<file path="src/rtl/bpp_pkg.sv">
package bpp_pkg;

    localparam int COORD_W = 24;
    localparam int PARAM_W = 32;
    localparam int ITER_W  = 8;
    localparam int TOL_W   = 47;
    localparam int PF      = 28;

    localparam logic signed [63:0] SAT_MAX = 64'sh7FFF_FFFF_FFFF_FFFF;

    // configuration register indexes
    localparam logic [1:0] CFG_TOL   = 2'd0;
    localparam logic [1:0] CFG_LIMIT = 2'd1;

    // scratch memory slots
    localparam logic [4:0] SL_T      = 5'd0;
    localparam logic [4:0] SL_X_BASE = 5'd1;
    localparam logic [4:0] SL_Y_BASE = 5'd9;
    localparam logic [4:0] SL_P      = 5'd17;
    localparam logic [4:0] SL_V      = 5'd18;
    localparam logic [4:0] SL_W      = 5'd19;
    localparam logic [4:0] SL_FX     = 5'd20;
    localparam logic [4:0] SL_FPX    = 5'd21;
    localparam logic [4:0] SL_FPPX   = 5'd22;
    localparam logic [4:0] SL_DX     = 5'd23;
    localparam logic [4:0] SL_FY     = 5'd24;
    localparam logic [4:0] SL_FPY    = 5'd25;
    localparam logic [4:0] SL_FPPY   = 5'd26;
    localparam logic [4:0] SL_DY     = 5'd27;
    localparam logic [4:0] SL_G      = 5'd28;
    localparam logic [4:0] SL_H      = 5'd29;
    localparam int         SLOTS     = 30;

    // per-axis coefficient offsets
    localparam logic [2:0] CO_S0  = 3'd0;
    localparam logic [2:0] CO_S1  = 3'd1;
    localparam logic [2:0] CO_S2  = 3'd2;
    localparam logic [2:0] CO_S2D = 3'd3;
    localparam logic [2:0] CO_A3  = 3'd4;
    localparam logic [2:0] CO_A3T = 3'd5;
    localparam logic [2:0] CO_A3S = 3'd6;
    localparam logic [2:0] CO_QN  = 3'd7;

    localparam logic [5:0] UOP_AXIS = 6'd13;
    localparam logic [5:0] UOP_LAST = 6'd35;

    typedef enum logic {OP_ADD, OP_MUL} t_op;

    typedef struct packed {
        t_op        op;
        logic [4:0] dst;
        logic [4:0] a;
        logic [4:0] b;
        logic       sh;
    } t_uop;

    function automatic logic signed [63:0] sat_add(input logic signed [63:0] a,
                                                   input logic signed [63:0] b);
        logic signed [64:0] s;
        logic signed [64:0] lim;
        lim = {1'b0, SAT_MAX};
        s = {a[63], a} + {b[63], b};
        if (s > lim) return SAT_MAX;
        if (s < -lim) return -SAT_MAX;
        return s[63:0];
    endfunction

    function automatic t_uop mk(input t_op op, input logic [4:0] dst,
                                input logic [4:0] a, input logic [4:0] b, input logic sh);
        t_uop u;
        u.op = op;
        u.dst = dst;
        u.a = a;
        u.b = b;
        u.sh = sh;
        return u;
    endfunction

    // newton iteration program
    function automatic t_uop uop_at(input logic [5:0] pc);
        t_uop u;
        logic [4:0] cb;
        logic [4:0] rb;
        logic [5:0] k;
        u = mk(OP_ADD, SL_P, SL_P, SL_P, 1'b0);
        if (pc < UOP_AXIS) begin
            k = pc;
            cb = SL_X_BASE;
            rb = SL_FX;
        end else begin
            k = pc - UOP_AXIS;
            cb = SL_Y_BASE;
            rb = SL_FY;
        end
        if (pc < 2 * UOP_AXIS) begin
            case (k)
                6'd0:  u = mk(OP_MUL, SL_P, cb + 5'(CO_A3), SL_T, 1'b0);
                6'd1:  u = mk(OP_ADD, SL_P, cb + 5'(CO_S2), SL_P, 1'b0);
                6'd2:  u = mk(OP_MUL, SL_P, SL_P, SL_T, 1'b1);
                6'd3:  u = mk(OP_ADD, SL_P, cb + 5'(CO_S1), SL_P, 1'b0);
                6'd4:  u = mk(OP_MUL, SL_P, SL_P, SL_T, 1'b1);
                6'd5:  u = mk(OP_ADD, rb, cb + 5'(CO_S0), SL_P, 1'b0);
                6'd6:  u = mk(OP_MUL, SL_P, cb + 5'(CO_A3T), SL_T, 1'b0);
                6'd7:  u = mk(OP_ADD, SL_P, cb + 5'(CO_S2D), SL_P, 1'b0);
                6'd8:  u = mk(OP_MUL, SL_P, SL_P, SL_T, 1'b1);
                6'd9:  u = mk(OP_ADD, rb + 5'd1, cb + 5'(CO_S1), SL_P, 1'b0);
                6'd10: u = mk(OP_MUL, SL_P, cb + 5'(CO_A3S), SL_T, 1'b0);
                6'd11: u = mk(OP_ADD, rb + 5'd2, cb + 5'(CO_S2D), SL_P, 1'b0);
                6'd12: u = mk(OP_ADD, rb + 5'd3, rb, cb + 5'(CO_QN), 1'b0);
                default: u = mk(OP_ADD, SL_P, SL_P, SL_P, 1'b0);
            endcase
        end else begin
            case (pc - 2 * UOP_AXIS)
                6'd0: u = mk(OP_MUL, SL_V, SL_DX, SL_FPX, 1'b1);
                6'd1: u = mk(OP_MUL, SL_W, SL_DY, SL_FPY, 1'b1);
                6'd2: u = mk(OP_ADD, SL_G, SL_V, SL_W, 1'b0);
                6'd3: u = mk(OP_MUL, SL_V, SL_DX, SL_FPPX, 1'b1);
                6'd4: u = mk(OP_MUL, SL_W, SL_DY, SL_FPPY, 1'b1);
                6'd5: u = mk(OP_ADD, SL_V, SL_V, SL_W, 1'b0);
                6'd6: u = mk(OP_MUL, SL_W, SL_FPX, SL_FPX, 1'b1);
                6'd7: u = mk(OP_MUL, SL_P, SL_FPY, SL_FPY, 1'b1);
                6'd8: u = mk(OP_ADD, SL_W, SL_W, SL_P, 1'b0);
                6'd9: u = mk(OP_ADD, SL_H, SL_V, SL_W, 1'b0);
                default: u = mk(OP_ADD, SL_P, SL_P, SL_P, 1'b0);
            endcase
        end
        return u;
    endfunction

    // power-form coefficient, prescaled where it is only ever added
    function automatic logic signed [63:0] coef(input logic [2:0] j,
                                                input logic signed [63:0] s,
                                                input logic signed [63:0] c1,
                                                input logic signed [63:0] c2,
                                                input logic signed [63:0] e,
                                                input logic signed [63:0] q);
        logic signed [63:0] a1;
        logic signed [63:0] a2;
        logic signed [63:0] a3;
        logic signed [63:0] r;
        a1 = 64'sd3 * (c1 - s);
        a2 = 64'sd3 * (c2 - 64'sd2 * c1 + s);
        a3 = e - 64'sd3 * c2 + 64'sd3 * c1 - s;
        case (j)
            CO_S0:   r = s <<< PF;
            CO_S1:   r = a1 <<< PF;
            CO_S2:   r = a2 <<< PF;
            CO_S2D:  r = (64'sd2 * a2) <<< PF;
            CO_A3:   r = a3;
            CO_A3T:  r = 64'sd3 * a3;
            CO_A3S:  r = 64'sd6 * a3;
            CO_QN:   r = (-q) <<< PF;
            default: r = '0;
        endcase
        return r;
    endfunction

endpackage

</file>
<file path="src/rtl/bpp_mul.sv">
module bpp_mul
    import bpp_pkg::*;
(
    input  logic               i_clk,
    input  logic               i_rst_n,
    input  logic               i_start,
    input  logic signed [63:0] i_a,
    input  logic signed [63:0] i_b,
    input  logic               i_shift,
    output logic               o_done,
    output logic signed [63:0] o_p
);

    logic [63:0]  r_x;
    logic [63:0]  r_y;
    logic         r_neg;
    logic         r_sh;
    logic [127:0] r_acc;
    logic [2:0]   r_step;
    logic         r_busy;
    logic         r_done;
    logic signed [63:0] r_p;

    logic [31:0]  xs;
    logic [31:0]  ys;
    logic [63:0]  pp;
    logic [127:0] pp_sh;
    logic [127:0] shifted;
    logic [63:0]  lo;

    // one 32x32 partial product per cycle
    always_comb begin
        xs = r_step[1] ? r_x[63:32] : r_x[31:0];
        ys = r_step[0] ? r_y[63:32] : r_y[31:0];
        pp = 64'(xs) * 64'(ys);
        pp_sh = {64'b0, pp} << (7'd32 * (7'(r_step[1]) + 7'(r_step[0])));
        shifted = r_sh ? (r_acc >> PF) : r_acc;
        lo = (|shifted[127:63]) ? SAT_MAX : shifted[63:0];
    end

    always_ff @(posedge i_clk) begin
        if (!i_rst_n) begin
            r_busy <= 1'b0;
            r_done <= 1'b0;
            r_step <= '0;
        end else begin
            r_done <= 1'b0;
            if (i_start) begin
                r_x    <= i_a[63] ? 64'(-i_a) : i_a;
                r_y    <= i_b[63] ? 64'(-i_b) : i_b;
                r_neg  <= i_a[63] ^ i_b[63];
                r_sh   <= i_shift;
                r_acc  <= '0;
                r_step <= '0;
                r_busy <= 1'b1;
            end else if (r_busy) begin
                if (r_step == 3'd4) begin
                    r_p    <= r_neg ? -$signed(lo) : $signed(lo);
                    r_done <= 1'b1;
                    r_busy <= 1'b0;
                end else begin
                    r_acc  <= r_acc + pp_sh;
                    r_step <= r_step + 3'd1;
                end
            end
        end
    end

    assign o_done = r_done;
    assign o_p    = r_p;

endmodule

</file>
<file path="config.mk">
export PLATFORM = sky130hd
export DESIGN_NAME = bpp_mul
export DESIGN_NICKNAME = d
export VERILOG_FILES = /design/src/rtl/bpp_pkg.sv /design/src/rtl/bpp_mul.sv
export SDC_FILE = /design/constraint.sdc
export NUM_CORES = 2
export LEC_CHECK = 0
export ABC_AREA = 0
export BUFFER_PORTS_ARGS = -buffer_cell sky130_fd_sc_hd__buf_2
export CELL_PAD_IN_SITES_DETAIL_PLACEMENT = 1
export CELL_PAD_IN_SITES_GLOBAL_PLACEMENT = 1
export CORE_MARGIN = 4
export CORE_UTILIZATION = 46
export CTS_CLUSTER_DIAMETER = 50
export DETAILED_ROUTE_END_ITERATION = 10
export GPL_TIMING_DRIVEN = 1
export PLACE_DENSITY = 0.8
export SLEW_MARGIN = 20
export SYNTH_ARGS = -nofsm -noshare
export SYNTH_HDL_FRONTEND = slang
export SYNTH_SLANG_ARGS = --single-unit
</file>
<file path="constraint.sdc">
create_clock -name i_clk -period 12 [get_ports i_clk]
set_input_delay 1.2 -clock i_clk [delete_from_list [all_inputs] [get_ports i_clk]]
set_output_delay 1.2 -clock i_clk [all_outputs]
set_load 0.005 [all_outputs]
</file>
* Yosys cells after proc, flatten, opt, wreduce, memory -nomap -nowiden *
Cells that the tools add are included.

storage, ports and cells
  word-level logic and storage cells = 47
  register bits = 327
  output and inout port bits = 65

cells by class
  shift operators = 1
  multiply operators = 1
  eq/ne operators = 2
  muxes and demuxes = 13
  add/subtract/negate cells = 6
  reductions and logical operators = 8
  bitwise gates (word level) = 5

operator list
  operator                                       count
  two-way mux 128 bit                            3
  negation 64 bit                                3
  adder 128 bit                                  1
  two-way mux 64 bit                             2
  << shifter 64 x 7 -> 128 bit                   1
  two-way mux 63 bit                             2
  OR reduction 65 bit                            1
  multiplier 32 x 32 -> 64 bit                   1
  two-way mux 32 bit                             2
  two-way mux 1 bit                              4
  inverter 1 bit                                 4
  AND reduction 2 bit                            2
  AND reduction 4 bit                            1
  adder 3 x 1 -> 3 bit (second input constant)   1
  == test 3 bit (second input constant)          1
  AND reduction 3 bit                            1
  OR reduction 3 bit                             1
  adder 1 x 1 -> 2 bit                           1
  inequality test 2 bit (second input constant)  1
  nonzero test 2 bit                             1
  OR reduction 2 bit                             1
  bitwise XOR 1 bit                              1

* Depth between registers and ports, before layout *
  depth after elaboration = 6
  depth in mapped cells = 47
  depth with buffers taken out = 42

* Worst setup path before layout *
Ideal clock, no wire load.

  kind = register to register
  start = register r_step[0]
  end = register r_acc[125] (data pin)
  arrival time = 11.143 ns
  clock period less this slack = 11.421 ns
  cell stages (with the launch flop) = 42
  path slack = 0.579 ns
  cell sequence = dfxtp_1 > clkbuf_1 > buf_1 > mux2i_1 > clkbuf_1 > nor2_1 > fa_1 > fa_1 > fa_1 > inv_1 > fa_1 > inv_1 > fa_1 > fa_1 > fa_1 > fa_1 > ha_1 > a21o_1 > [6 not listed] > or3_1 > a21boi_0 > xor2_1 > mux2_2 > nor2_1 > ha_1 > nand2_1 > nor2_1 > nand2_1 > nor4_1 > a221oi_1 > nand2b_1 > nand3_1 > a21oi_1 > o41ai_1 > a31o_2 > mux2i_1 > o311ai_0

between the ends
  word-level cells in the longest chain between the ends = 6

ends and longest elaborated chain
  element                           line           source
  from (decl)                       bpp_mul.sv:19  logic [2:0] r_step;
  from (signal assigned)            bpp_mul.sv:63  r_step <= r_step + 3'd1;
  two-way mux 32 bit                bpp_mul.sv:34  ys = r_step[0] ? r_y[63:32] : r_y[31:0];
  multiplier 32 x 32 -> 64 bit      bpp_mul.sv:35  pp = 64'(xs) * 64'(ys);
  << shifter 64 x 7 -> 128 bit (*)  bpp_mul.sv:36  pp_sh = {64'b0, pp} << (7'd32 * (7'(r_step[1]) + 7'(r_step[0])));
  adder 128 bit (*)                 bpp_mul.sv:62  r_acc <= r_acc + pp_sh;
  two-way mux 128 bit (*)           bpp_mul.sv:57  if (r_step == 3'd4) begin
  two-way mux 128 bit (*)           bpp_mul.sv:56  end else if (r_busy) begin
  to (signal assigned)              bpp_mul.sv:62
  to (decl)                         bpp_mul.sv:18  logic [127:0] r_acc;

Mark *: on every way between the ends. The rest lies on a longest branch, timed or not. The select of a mux whose other input is x is not followed.
A chain may end at the register's enable or synchronous reset.

* Final worst setup path *
  start = register r_step[1]
  end = register r_acc[102] (data pin)

between the ends
  word-level cells in the longest chain between the ends = 6

ends and longest elaborated chain
  element                           line           source
  two-way mux 32 bit                bpp_mul.sv:33  xs = r_step[1] ? r_x[63:32] : r_x[31:0];
  multiplier 32 x 32 -> 64 bit      bpp_mul.sv:35
  << shifter 64 x 7 -> 128 bit (*)  bpp_mul.sv:36
  adder 128 bit (*)                 bpp_mul.sv:62
  two-way mux 128 bit (*)           bpp_mul.sv:57
  two-way mux 128 bit (*)           bpp_mul.sv:56

Marked as above.

==> out/results.ini <==
[worst_setup_path]
crit_top_cell = fa_1
critical_path.startpoint = r_step[1]
critPathMaxStageDelay_ns = 0.86
r2r_start = r_step[1]
worstSetupEndpointType = flip-flop
cp_max_fo = 15
critPathBufInv = 9
cp_data_required_time_ns = 12.41
slowest_stage = mux2i_2
critical_path_class = reg2reg
startpoint_type = flip-flop
cp.arrival_ns = 12.22
critPathTopFamily = adder cells

[logic_synthesis]
synth_common_cells = inv_1, nor2_1, fa_1
yosysSeqAreaShare_pct = 16.8
syn-num-nets = 8013
async_flop_share_pct = 0
yosys.area.top_type_share_pct = 30.8
synth_area_per_cell_sq_um = 8.84
synth.ff_latch_count = 327
netlist_area_sq_um = 58200
synth_edf_count = 322
yosysMostFrequentCell = inv_1
netlist_top_cells_area = fa_1, edfxtp_1, ha_1
ys.flop_type = edfxtp_1
syn_inst = 6589
synth_top_area_cell = fa_1
synth_cell_types = 80
synth_warnings = 0

[die]
num_rows = 130
fp.dieW_um = 364
core_sq_um = 126000
ioPinCount = 197
chipHeight_um = 364
dieArea_sq_um = 132000
start_util_pct = 46.3

[clocking]
numCtsBuffers = 55
tritoncts = done
cts.clk_slew.worst_paths_ns = 0.07
htreeDepth = 2
cts_sinks = 327
worstSkewPairLatency_ns = 0.69
clock_tree.root_cell = clkbuf_16
cts_hold_buf = 0
cts_buffer_depth = 3

[cells_and_area]
fin_area_sq_um = 66000
drive_gt1_share_pct = 13.1
num-fill-cells = 14500
stdcell_count = 8580
synthToLayoutAreaGrowth_pct = 13.3
fin_nets = 8307

[sta]
fin_crit_sh_pct = 98.4
slew_viol_final = 0
setup_violations = 0
worst_pin_slew_ns = 1.18
min_period_ns = 11.81
max_freq_mhz = 84.7
clock_skew_ns = 0.0366
max_slew_margin_pct = 21.1
hold_viol_final = 0

[place]
portBuffers = 196
gp_congestion = 1.03
hpwl_um = 193000
place_inst = 8456
place_area_sq_um = 63400

[run]
drv_cap = 0

[route]
postRouteAntennaNets = 0
routed_wl_um = 236000
wl_per_cell_um = 27.5
vias = 51900
drtIter0Drc = 4866
drc_errors = 0
first_pass_iters = 5
vias_per_cell = 6.05

[global_route]
met1_usage_pct = 45.7
met2_usage_pct = 55.0
grt.busiest_layer = met2
grt_max_degree = 78
grt_use_met3_pct = 7.70
grt.total_usage_pct = 35.1
grt_overflow_total = 0
grt_pass1_wl_um = 348000
antenna_found_initial = 8
grt_pass1_vias = 56400

[min_path]
hp-class = reg2reg
min_from = r_step[2]

[run_status]
run_status = completed

-- metal layers --
metal,vias to the layer above,share of wire (%),wire (um)
met1,26600,40,93200
met5,-,0.097,228
met4,8,6.3,14800
li1,22100,-,-
met2,2463,45,106000
met3,695,9.1,21400
-- area by class of cell --
type                       count  area, sq um  share of cell area (%)
timing repair buffer         568         4400                    6.66
clock inverter                42          404                   0.613
clock buffer                  57         1380                    2.10
inverter                     932         3500                    5.30
antenna                        5         12.5                  0.0190
tap                         1650         2060                    3.13
sequential                   327         9780                    14.8
multi-input combinational   4999        44400                    67.4
-- sequential cells by signal, summed over array words and instances, names as in the netlist --
| name | flops |
|---|---|
| r_step | 3 |
| r_neg | 1 |
| o_p | 64 |
| r_busy | 1 |
| r_y | 64 |
| o_done | 1 |
| r_x | 64 |
| r_sh | 1 |
| r_acc | 128 |
-- per-stage QoR --
step	util (%)	setup TNS [ns]	worst slack [ns]	hold slack, ns
final	52.5	0	0.191	0.574
after global routing	52.5	-0.144	-0.0485	0.619
after CTS	51.9	0	0.0204	0.570
after detailed placement	50.4	-2.27	-0.358	0.557
after global placement	50.4	0	0.00734	0.529
after floorplan	-	0	0.579	0.445
-- path summary, 6_finish.rpt --
kind	endpoint	slack [ns]	depth (start not counted)
worst max register to register	r_acc[102]	0.19	40
worst min-delay path	r_step[2]	0.57	2
worst max-delay path	r_acc[102]	0.19	40
worst min register to register	r_step[2]	0.57	2
-- worst register-to-register path, delay by kind of cell, from the launching register on --
| family | cells | cell delay (ns) |
|---|---|---|
| flops | 1 | 0.44 |
| fa+ha+maj | 10 | 4.32 |
| simple gates | 7 | 1.81 |
| xor+xnor | 1 | 0.14 |
| compound gates | 11 | 2.33 |
| mux | 2 | 1.19 |
| buf+inv | 9 | 1.29 |
-- cell usage in the layout, fill, tap and decap left out, types with 68 or more instances in the layout --
master    instances
inv_1           931
nor2_1          907
fa_1            897
nand2_1         730
ha_1            383
buf_4           324
edfxtp_1        322
a21oi_1         280
xnor2_1         252
o21ai_0         217
buf_2           193
a21o_1          115
nand4_1          94
mux2i_1          84
xor2_1           82
mux2_2           68
nor3_1           68
-- cell families (layout without fill, tap and decap cells) --
family	count (synthesis)	count (layout)	share of synthesized area, %
and+or+nand+nor	2184	2184	16.4
muxes	208	208	3.74
xor gates and xnor gates	337	337	5.09
buffers and inverters	1263	1599	8.14
adders and majority gates	1292	1292	39.3
other	0	5	0
AOI/OAI and AO/OA	978	978	10.5
DFF	327	327	16.8
-- repair_timing --
action                                  4_1_cts  5_1_grt
buffers inserted                              3       13
endpoints found under the setup margin       25       57
cloned                                        0        4
gates resized for setup                      16      100
pin swaps                                     1       15
Power is left out: the tool's default activity adds up to more than one toggle a clock period on the data nets, which glitch-free logic cannot reach.
