$ cat config.mk
export PLATFORM = sky130hd
export DESIGN_NAME = bpp_div
export DESIGN_NICKNAME = d
export VERILOG_FILES = /design/src/rtl/bpp_pkg.sv /design/src/rtl/bpp_div.sv
export SDC_FILE = /design/constraint.sdc
export NUM_CORES = 1
export LEC_CHECK = 0
export ABC_AREA = 1
export ABC_CLOCK_PERIOD_IN_PS = 16900
export BUFFER_PORTS_ARGS = -buffer_cell sky130_fd_sc_hd__buf_2
export CAP_MARGIN = 20
export CORE_ASPECT_RATIO = 1.75
export CORE_MARGIN = 2
export CORE_UTILIZATION = 55
export CTS_BUF_LIST = sky130_fd_sc_hd__clkbuf_4 sky130_fd_sc_hd__clkbuf_8
export CTS_CLUSTER_SIZE = 8
export DETAILED_ROUTE_END_ITERATION = 8
export PLACE_DENSITY_LB_ADDON = 0.08
export SLEW_MARGIN = 25
export SYNTH_ARGS = -nofsm -noshare
export SYNTH_HDL_FRONTEND = slang
export SYNTH_SLANG_ARGS = --single-unit
$ cat constraint.sdc
create_clock -name i_clk -period 16.9 [get_ports i_clk]
set_input_delay 0 -clock i_clk [delete_from_list [all_inputs] [get_ports i_clk]]
set_output_delay 0 -clock i_clk [all_outputs]
set_load 0.01 [all_outputs]
$ cat src/rtl/bpp_pkg.sv
package bpp_pkg;

    localparam int COORD_W = 24;
    localparam int PARAM_W = 32;
    localparam int ITER_W  = 8;
    localparam int TOL_W   = 47;
    localparam int PF      = 28;

    localparam logic signed [63:0] SAT_MAX = 64'sh7FFF_FFFF_FFFF_FFFF;

    // configuration register indexes
    localparam logic [1:0] CFG_TOL   = 2'd0;
    localparam logic [1:0] CFG_LIMIT = 2'd1;

    // scratch memory slots
    localparam logic [4:0] SL_T      = 5'd0;
    localparam logic [4:0] SL_X_BASE = 5'd1;
    localparam logic [4:0] SL_Y_BASE = 5'd9;
    localparam logic [4:0] SL_P      = 5'd17;
    localparam logic [4:0] SL_V      = 5'd18;
    localparam logic [4:0] SL_W      = 5'd19;
    localparam logic [4:0] SL_FX     = 5'd20;
    localparam logic [4:0] SL_FPX    = 5'd21;
    localparam logic [4:0] SL_FPPX   = 5'd22;
    localparam logic [4:0] SL_DX     = 5'd23;
    localparam logic [4:0] SL_FY     = 5'd24;
    localparam logic [4:0] SL_FPY    = 5'd25;
    localparam logic [4:0] SL_FPPY   = 5'd26;
    localparam logic [4:0] SL_DY     = 5'd27;
    localparam logic [4:0] SL_G      = 5'd28;
    localparam logic [4:0] SL_H      = 5'd29;
    localparam int         SLOTS     = 30;

    // per-axis coefficient offsets
    localparam logic [2:0] CO_S0  = 3'd0;
    localparam logic [2:0] CO_S1  = 3'd1;
    localparam logic [2:0] CO_S2  = 3'd2;
    localparam logic [2:0] CO_S2D = 3'd3;
    localparam logic [2:0] CO_A3  = 3'd4;
    localparam logic [2:0] CO_A3T = 3'd5;
    localparam logic [2:0] CO_A3S = 3'd6;
    localparam logic [2:0] CO_QN  = 3'd7;

    localparam logic [5:0] UOP_AXIS = 6'd13;
    localparam logic [5:0] UOP_LAST = 6'd35;

    typedef enum logic {OP_ADD, OP_MUL} t_op;

    typedef struct packed {
        t_op        op;
        logic [4:0] dst;
        logic [4:0] a;
        logic [4:0] b;
        logic       sh;
    } t_uop;

    function automatic logic signed [63:0] sat_add(input logic signed [63:0] a,
                                                   input logic signed [63:0] b);
        logic signed [64:0] s;
        logic signed [64:0] lim;
        lim = {1'b0, SAT_MAX};
        s = {a[63], a} + {b[63], b};
        if (s > lim) return SAT_MAX;
        if (s < -lim) return -SAT_MAX;
        return s[63:0];
    endfunction

    function automatic t_uop mk(input t_op op, input logic [4:0] dst,
                                input logic [4:0] a, input logic [4:0] b, input logic sh);
        t_uop u;
        u.op = op;
        u.dst = dst;
        u.a = a;
        u.b = b;
        u.sh = sh;
        return u;
    endfunction

    // newton iteration program
    function automatic t_uop uop_at(input logic [5:0] pc);
        t_uop u;
        logic [4:0] cb;
        logic [4:0] rb;
        logic [5:0] k;
        u = mk(OP_ADD, SL_P, SL_P, SL_P, 1'b0);
        if (pc < UOP_AXIS) begin
            k = pc;
            cb = SL_X_BASE;
            rb = SL_FX;
        end else begin
            k = pc - UOP_AXIS;
            cb = SL_Y_BASE;
            rb = SL_FY;
        end
        if (pc < 2 * UOP_AXIS) begin
            case (k)
                6'd0:  u = mk(OP_MUL, SL_P, cb + 5'(CO_A3), SL_T, 1'b0);
                6'd1:  u = mk(OP_ADD, SL_P, cb + 5'(CO_S2), SL_P, 1'b0);
                6'd2:  u = mk(OP_MUL, SL_P, SL_P, SL_T, 1'b1);
                6'd3:  u = mk(OP_ADD, SL_P, cb + 5'(CO_S1), SL_P, 1'b0);
                6'd4:  u = mk(OP_MUL, SL_P, SL_P, SL_T, 1'b1);
                6'd5:  u = mk(OP_ADD, rb, cb + 5'(CO_S0), SL_P, 1'b0);
                6'd6:  u = mk(OP_MUL, SL_P, cb + 5'(CO_A3T), SL_T, 1'b0);
                6'd7:  u = mk(OP_ADD, SL_P, cb + 5'(CO_S2D), SL_P, 1'b0);
                6'd8:  u = mk(OP_MUL, SL_P, SL_P, SL_T, 1'b1);
                6'd9:  u = mk(OP_ADD, rb + 5'd1, cb + 5'(CO_S1), SL_P, 1'b0);
                6'd10: u = mk(OP_MUL, SL_P, cb + 5'(CO_A3S), SL_T, 1'b0);
                6'd11: u = mk(OP_ADD, rb + 5'd2, cb + 5'(CO_S2D), SL_P, 1'b0);
                6'd12: u = mk(OP_ADD, rb + 5'd3, rb, cb + 5'(CO_QN), 1'b0);
                default: u = mk(OP_ADD, SL_P, SL_P, SL_P, 1'b0);
            endcase
        end else begin
            case (pc - 2 * UOP_AXIS)
                6'd0: u = mk(OP_MUL, SL_V, SL_DX, SL_FPX, 1'b1);
                6'd1: u = mk(OP_MUL, SL_W, SL_DY, SL_FPY, 1'b1);
                6'd2: u = mk(OP_ADD, SL_G, SL_V, SL_W, 1'b0);
                6'd3: u = mk(OP_MUL, SL_V, SL_DX, SL_FPPX, 1'b1);
                6'd4: u = mk(OP_MUL, SL_W, SL_DY, SL_FPPY, 1'b1);
                6'd5: u = mk(OP_ADD, SL_V, SL_V, SL_W, 1'b0);
                6'd6: u = mk(OP_MUL, SL_W, SL_FPX, SL_FPX, 1'b1);
                6'd7: u = mk(OP_MUL, SL_P, SL_FPY, SL_FPY, 1'b1);
                6'd8: u = mk(OP_ADD, SL_W, SL_W, SL_P, 1'b0);
                6'd9: u = mk(OP_ADD, SL_H, SL_V, SL_W, 1'b0);
                default: u = mk(OP_ADD, SL_P, SL_P, SL_P, 1'b0);
            endcase
        end
        return u;
    endfunction

    // power-form coefficient, prescaled where it is only ever added
    function automatic logic signed [63:0] coef(input logic [2:0] j,
                                                input logic signed [63:0] s,
                                                input logic signed [63:0] c1,
                                                input logic signed [63:0] c2,
                                                input logic signed [63:0] e,
                                                input logic signed [63:0] q);
        logic signed [63:0] a1;
        logic signed [63:0] a2;
        logic signed [63:0] a3;
        logic signed [63:0] r;
        a1 = 64'sd3 * (c1 - s);
        a2 = 64'sd3 * (c2 - 64'sd2 * c1 + s);
        a3 = e - 64'sd3 * c2 + 64'sd3 * c1 - s;
        case (j)
            CO_S0:   r = s <<< PF;
            CO_S1:   r = a1 <<< PF;
            CO_S2:   r = a2 <<< PF;
            CO_S2D:  r = (64'sd2 * a2) <<< PF;
            CO_A3:   r = a3;
            CO_A3T:  r = 64'sd3 * a3;
            CO_A3S:  r = 64'sd6 * a3;
            CO_QN:   r = (-q) <<< PF;
            default: r = '0;
        endcase
        return r;
    endfunction

endpackage

$ cat src/rtl/bpp_div.sv
module bpp_div
    import bpp_pkg::*;
(
    input  logic        i_clk,
    input  logic        i_rst_n,
    input  logic        i_start,
    input  logic [63:0] i_num,
    input  logic [63:0] i_den,
    output logic        o_done,
    output logic [63:0] o_quot
);

    localparam int NB = 64 + PF;
    localparam int CW = $clog2(NB + 1);

    logic [NB-1:0] r_n;
    logic [NB-1:0] r_q;
    logic [64:0]   r_r;
    logic [63:0]   r_d;
    logic [CW-1:0] r_cnt;
    logic          r_busy;
    logic          r_done;
    logic [63:0]   r_quot;

    logic [64:0] rs;
    logic        fit;

    // restoring, one quotient bit per cycle
    always_comb begin
        rs  = {r_r[63:0], r_n[NB-1]};
        fit = rs >= {1'b0, r_d};
    end

    always_ff @(posedge i_clk) begin
        if (!i_rst_n) begin
            r_busy <= 1'b0;
            r_done <= 1'b0;
            r_cnt  <= '0;
        end else begin
            r_done <= 1'b0;
            if (i_start) begin
                r_n    <= {i_num, {PF{1'b0}}};
                r_q    <= '0;
                r_r    <= '0;
                r_d    <= i_den;
                r_cnt  <= CW'(NB);
                r_busy <= 1'b1;
            end else if (r_busy) begin
                if (r_cnt != '0) begin
                    r_r   <= fit ? rs - {1'b0, r_d} : rs;
                    r_q   <= {r_q[NB-2:0], fit};
                    r_n   <= r_n << 1;
                    r_cnt <= r_cnt - CW'(1);
                end else begin
                    r_quot <= (|r_q[NB-1:63]) ? SAT_MAX : {1'b0, r_q[62:0]};
                    r_done <= 1'b1;
                    r_busy <= 1'b0;
                end
            end
        end
    end

    assign o_done = r_done;
    assign o_quot = r_quot;

endmodule
Yosys cells after proc, flatten, opt, wreduce, memory -nomap -nowiden

Index checks and enable logic that the tools add are counted.

Reduce and logical (&&, ||, !) cells: 11
$add $sub $neg: 2
Order comparisons: 1
Mux-type cells: 15
Bitwise logic cells: 4

Operators with widths:

| kind                | count |
|---|---|
| $mux 92             | 5 |
| $mux 64             | 3 |
| $ge 65x64->1        | 1 |
| $sub 64x64->64      | 1 |
| $reduce_or 29->1    | 1 |
| $mux 7              | 3 |
| $reduce_bool 7->1   | 1 |
| $sub 7x1->7 const B | 1 |
| $reduce_and 2->1    | 3 |
| $mux 1              | 4 |
| $not 1->1           | 4 |
| $reduce_and 4->1    | 1 |
| $reduce_bool 2->1   | 2 |
| $reduce_and 3->1    | 1 |
| $reduce_or 3->1     | 1 |
| $reduce_or 2->1     | 1 |

Register bits after elaboration: 385
Bits of input ports: 131

Longest topological paths before layout

Depth in word-level cells: 4
Depth in mapped cells: 19
Mapped depth without buffers: 17

Worst setup path before layout

Ideal clock, no wire load.

Path kind: flip-flop to flip-flop
From: register r_cnt[0]
To: register r_n[28] (enable)
Slack: -324 ps
Data arrival time: 16119 ps
Library setup time: 1104 ps
Cell stages (with the launch flop): 6
Required time: 15796 ps
Path through: dfxtp_1 inv_1 ha_1 nand4_1 nand2_1 o21ai_0

Cells in the longest elaborated chain, start to end: 3

Ends and longest elaborated chain:

| what                        | line          | text |
|---|---|---|
| from (decl)                 | bpp_div.sv:20 | `logic [CW-1:0] r_cnt;` |
| from (signal assigned)      | bpp_div.sv:46 | `r_cnt <= CW'(NB);` |
| from (signal assigned)      | bpp_div.sv:53 | `r_cnt <= r_cnt - CW'(1);` |
| $reduce_bool 7->1           | bpp_div.sv:49 | `if (r_cnt != '0) begin` |
| $reduce_bool 2->1 (no line) | -             |  |
| $reduce_and 3->1 (no line)  | -             |  |
| to (signal assigned)        | bpp_div.sv:42 | `r_n <= {i_num, {PF{1'b0}}};` |
| to (signal assigned)        | bpp_div.sv:52 | `r_n <= r_n << 1;` |
| to (decl)                   | bpp_div.sv:16 | `logic [NB-1:0] r_n;` |

No other way between the ends.
A chain may end at the register's enable or synchronous reset.

Worst setup path after layout

From: register r_r[47]
To: register r_r[37] (data pin)

Cells in the longest elaborated chain, start to end: 4

Ends and longest elaborated chain:

| what                   | line          | text |
|---|---|---|
| from (decl)            | bpp_div.sv:18 | `logic [64:0] r_r;` |
| from (signal assigned) | bpp_div.sv:50 | `r_r <= fit ? rs - {1'b0, r_d} : rs;` |
| $ge 65x64->1           | bpp_div.sv:31 | `fit = rs >= {1'b0, r_d};` |
| $mux 64                | bpp_div.sv:50 |  |
| $mux 64                | bpp_div.sv:49 |  |
| $mux 64                | bpp_div.sv:48 | `end else if (r_busy) begin` |

No other way between the ends. The select of a mux whose other input is x is not followed.

==> summary.md <==
| Metric | Value |
|---|---|
| Mapped cell area | 20,500 sq um |
| Max clock buf depth | 3 |
| Antenna violation net count after detailed routing | 0 |
| Worst setup EP type | register |
| Setup Buffers After CTS | 0 |
| Post-CTS Hold Buffers | 130 |
| Core box area | 36,800 sq um |
| Port bufs | 194 |
| Reg2Reg Launch Point | r_r[47] |
| Clock Latency Late Sink | 620 ps |
| Die Span Y | 259 microns |
| Clk sink count | 356 |
| DP HPWL | 43,800 microns |
| Worst setup SP type | register |
| Crit Reg-Reg Endpoint | r_r[37] |
| Initial core utilization | 55.8% |
| CTS tree | built |
| Worst Path Required | 17,270 ps |
| Power Internal | 1.65 mW |
| GR Util met3 | 4.41% |
| Net Switching | 0.834 mW |
| Die Width | 150 microns |
| Switching Share | 33.6% |
| Rows | 93 |
| Combinational fraction of design power | 27.8% |
| Final setup violation count | 0 |
| Seq/Total Area, Yosys | 51.7% |
| Drt wl/cell | 17.4 microns |
| Clock slew at reported path FFs | 60 ps |
| Synth top area cells | edfxtp_1 51%, nand2_1 18%, inv_1 10%, nor2_1 6.1%, ha_1 4.0% |
| Iter 0 DRT Violations | 942 |
| Initial antenna violation count | 6 |
| Hold depth | 2 |
| CP Max Fanout | 55 |
| Syn. warnings | 0 |
| Non-filler instance count after layout | 3,479 |
| Status | finished, final reports clean |
| Vias in the first global route | 18.1k |
| Final setup skew | 23.1 ps |
| Setup total negative slack | 0 ps |
| Clk root buf | clkbuf_8 |
| Top cell type's share of synthesized area | 50.8% |
| Total CTS buffers | 54 |
| Area leader, netlist | edfxtp_1 |
| Slew headroom | 31.2% |
| Max-Cap Viols | 0 |
| Distinct cell type count after synthesis | 36 |
| Grt total ovfl | 0 |
| Fillers | 3,126 |
| Hold Crit Class | in -> reg |
| Die area | 38,900 sq um |
| Synth Area per Inst | 7.79 sq um |
| Worst R2R Setup Slack | 13,050 ps |
| Busiest grt layer | met2 |
| FMAX | 0.260 GHz |
| Hold endpoint | r_d[34] |
| Min-delay src | i_den[34] |
| Crit Path Class | reg -> reg |
| Reg2reg path depth | 10 |
| Worst slew pin tran | 1030 ps |
| Reg power frac | 44.0% |
| Share of layout cells above drive strength 1 | 10.5% |
| Final instance area | 24,200 sq um |
| Largest net degree at the start of global routing | 191 |
| Tcrit/Tclk final | 22.8% |
| First-pass GRT wire length | 93,100 microns |
| M2 GR Usage | 58.3% |
| Lkg Pwr | 11.9 nW |
| Final Hold Vio Count | 0 |
| Resized cells post-CTS | 0 |
| Area post-placement | 21,900 sq um |
| GP Congestion | 1.01 |
| Final nets | 3,164 |
| Slew Viols, Final | 0 |
| Final min period | 3850 ps |
| Vias | 17.4k |
| DRT Wirelength | 60,400 microns |
| Peak VDD IR | 0.0000977 V |
| Via density | 5.01 |
| Dpl cells | 3,254 |
| Layout area overhead | 18.2% |
| H-Tree Depth | 2 |
| Crit path DAT | 4220 ps |
| # DRC | 0 |
| Grt met1 use | 30.5% |
| Gate Count Post-Synth | 2,634 |
| Overall Power | 2.48 mW |
| Gr usage total | 31.4% |
| Syn_nets | 2,832 |
| Synth Register Bits | 356 |
| Number of I/O pins | 196 |
| RSZ-0062 raised after global routing | no |
| Clock Power Share | 28.2% |
| PwrDens | 102 nW/um^2 |
| Drt pass-1 iters | 7 |
[layout by cell type, fill, tap and decap left out, types with 4 or more instances in the layout]
cell,n
nor2_2,12
nand3_1,79
buf_4,7
nand3b_1,43
clkbuf_8,55
nor2_1,331
a21oi_1,42
nor4_1,6
ha_1,66
xor2_1,30
dlygate4sd3_1,130
clkbuf_4,23
inv_1,547
clkinv_1,4
buf_2,193
dfxtp_1,9
edfxtp_1,347
nand2_1,998
nand4_1,16
nor3_1,12
diode_2,6
o21ai_0,12
[worst max-delay path, stage by stage, from the launching register on]
cell      delay [ps]
edfxtp_1         490
ha_1             500
nand2_1          180
nor2_1           310
nand2_2          180
nor3_4           310
nand2_4          470
nand2_1          860
nand2_1          130
nand2_1          100
nor2_1            50
[cells in the mapped netlist]
library cell	n
a21oi_1	42
nor4_2	1
or2_2	1
dfxtp_1	9
fa_1	1
and3_1	1
clkbuf_1	35
ha_1	66
xnor2_1	1
nor2_1	332
nand3b_1	43
inv_2	2
edfxtp_1	347
nand3_1	79
buf_4	4
xor2_1	30
and2_1	3
nand3_2	2
o21ai_0	13
nor2_2	12
a21oi_4	1
conb_1	1
a21boi_0	1
a31oi_1	1
buf_6	10
o22ai_1	1
nor3_4	1
nand2_1	998
buf_1	3
nor4_1	6
nand2_2	3
nand2_4	2
buf_2	5
nand4_1	16
inv_1	549
nor3_1	12
[power by group through the flow]
| stage | Sequential, mW | Clock [mW] | Combinational [mW] |
|---|---|---|---|
| floorplan | 1.12 | 0 | 0.462 |
| global placement | 1.11 | 0 | 0.649 |
| detailed placement | 1.11 | 0 | 0.657 |
| CTS | 1.09 | 0.713 | 0.684 |
| global route | 1.10 | 0.743 | 0.770 |
| finish | 1.09 | 0.700 | 0.691 |
[cells by family after synthesis]
family / after synthesis / synth area share, %
other: 1 / 0.0183
xor gates and xnor gates: 31 / 1.32
DFF: 356 / 51.7
AOI/OAI and AO/OA: 59 / 1.52
buffers and inverters: 608 / 11.6
and+or+nand+nor: 1512 / 29.8
adders and majority gates: 67 / 4.12
[area by class of cell]
type / instances / area [sq um] / area share, %
Sequential cell: 356 / 10600 / 43.7
Multi-Input combinational cell: 1670 / 7560 / 31.2
Timing Repair Buffer: 333 / 2380 / 9.81
Inverter: 551 / 2070 / 8.54
Clock buffer: 78 / 930 / 3.83
Tap cell: 475 / 594 / 2.45
Clock inverter: 10 / 92.6 / 0.382
Antenna cell: 6 / 15.0 / 0.0619
[sequential cells by signal (all words and copies together) (netlist names)]
name / count
r_q: 92
r_n: 64
o_quot: 63
r_busy: 1
r_d: 64
r_r: 64
r_cnt: 7
o_done: 1
[worst max-delay path by stage]
stage,startpoint,to,slack [ps],cells past startpoint
final,r_r[47],r_r[37],13050,10
after global routing,r_r[47],r_r[2],12910,10
after CTS,r_r[47],r_r[34],13030,10
after detailed placement,r_r[47],r_r[34],13050,10
after global placement,r_r[47],r_r[34],13100,10
after floorplan,r_cnt[0],r_n[28],5620,5
[metrics by stage]
| stage | utilization (%) | setup slack (ps) | hold slack (ps) |
|---|---|---|---|
| floorplan | - | 5620 | 97.6 |
| global route | 65.9 | 12910 | 73.2 |
| finish | 65.9 | 13050 | 85.5 |
| CTS | 65.8 | 13030 | 48.8 |
| detailed placement | 59.5 | 13050 | 178 |
| global placement | 59.5 | 13100 | 176 |
[routing by layer]
layer / share of wire (%) / up-vias
met1: 33 / 7952
met2: 53 / 548
met4: 8.8 / 0
met5: 0 / -
met3: 4.3 / 236
li1: - / 8701
Power figures use the tool's default switching activity.
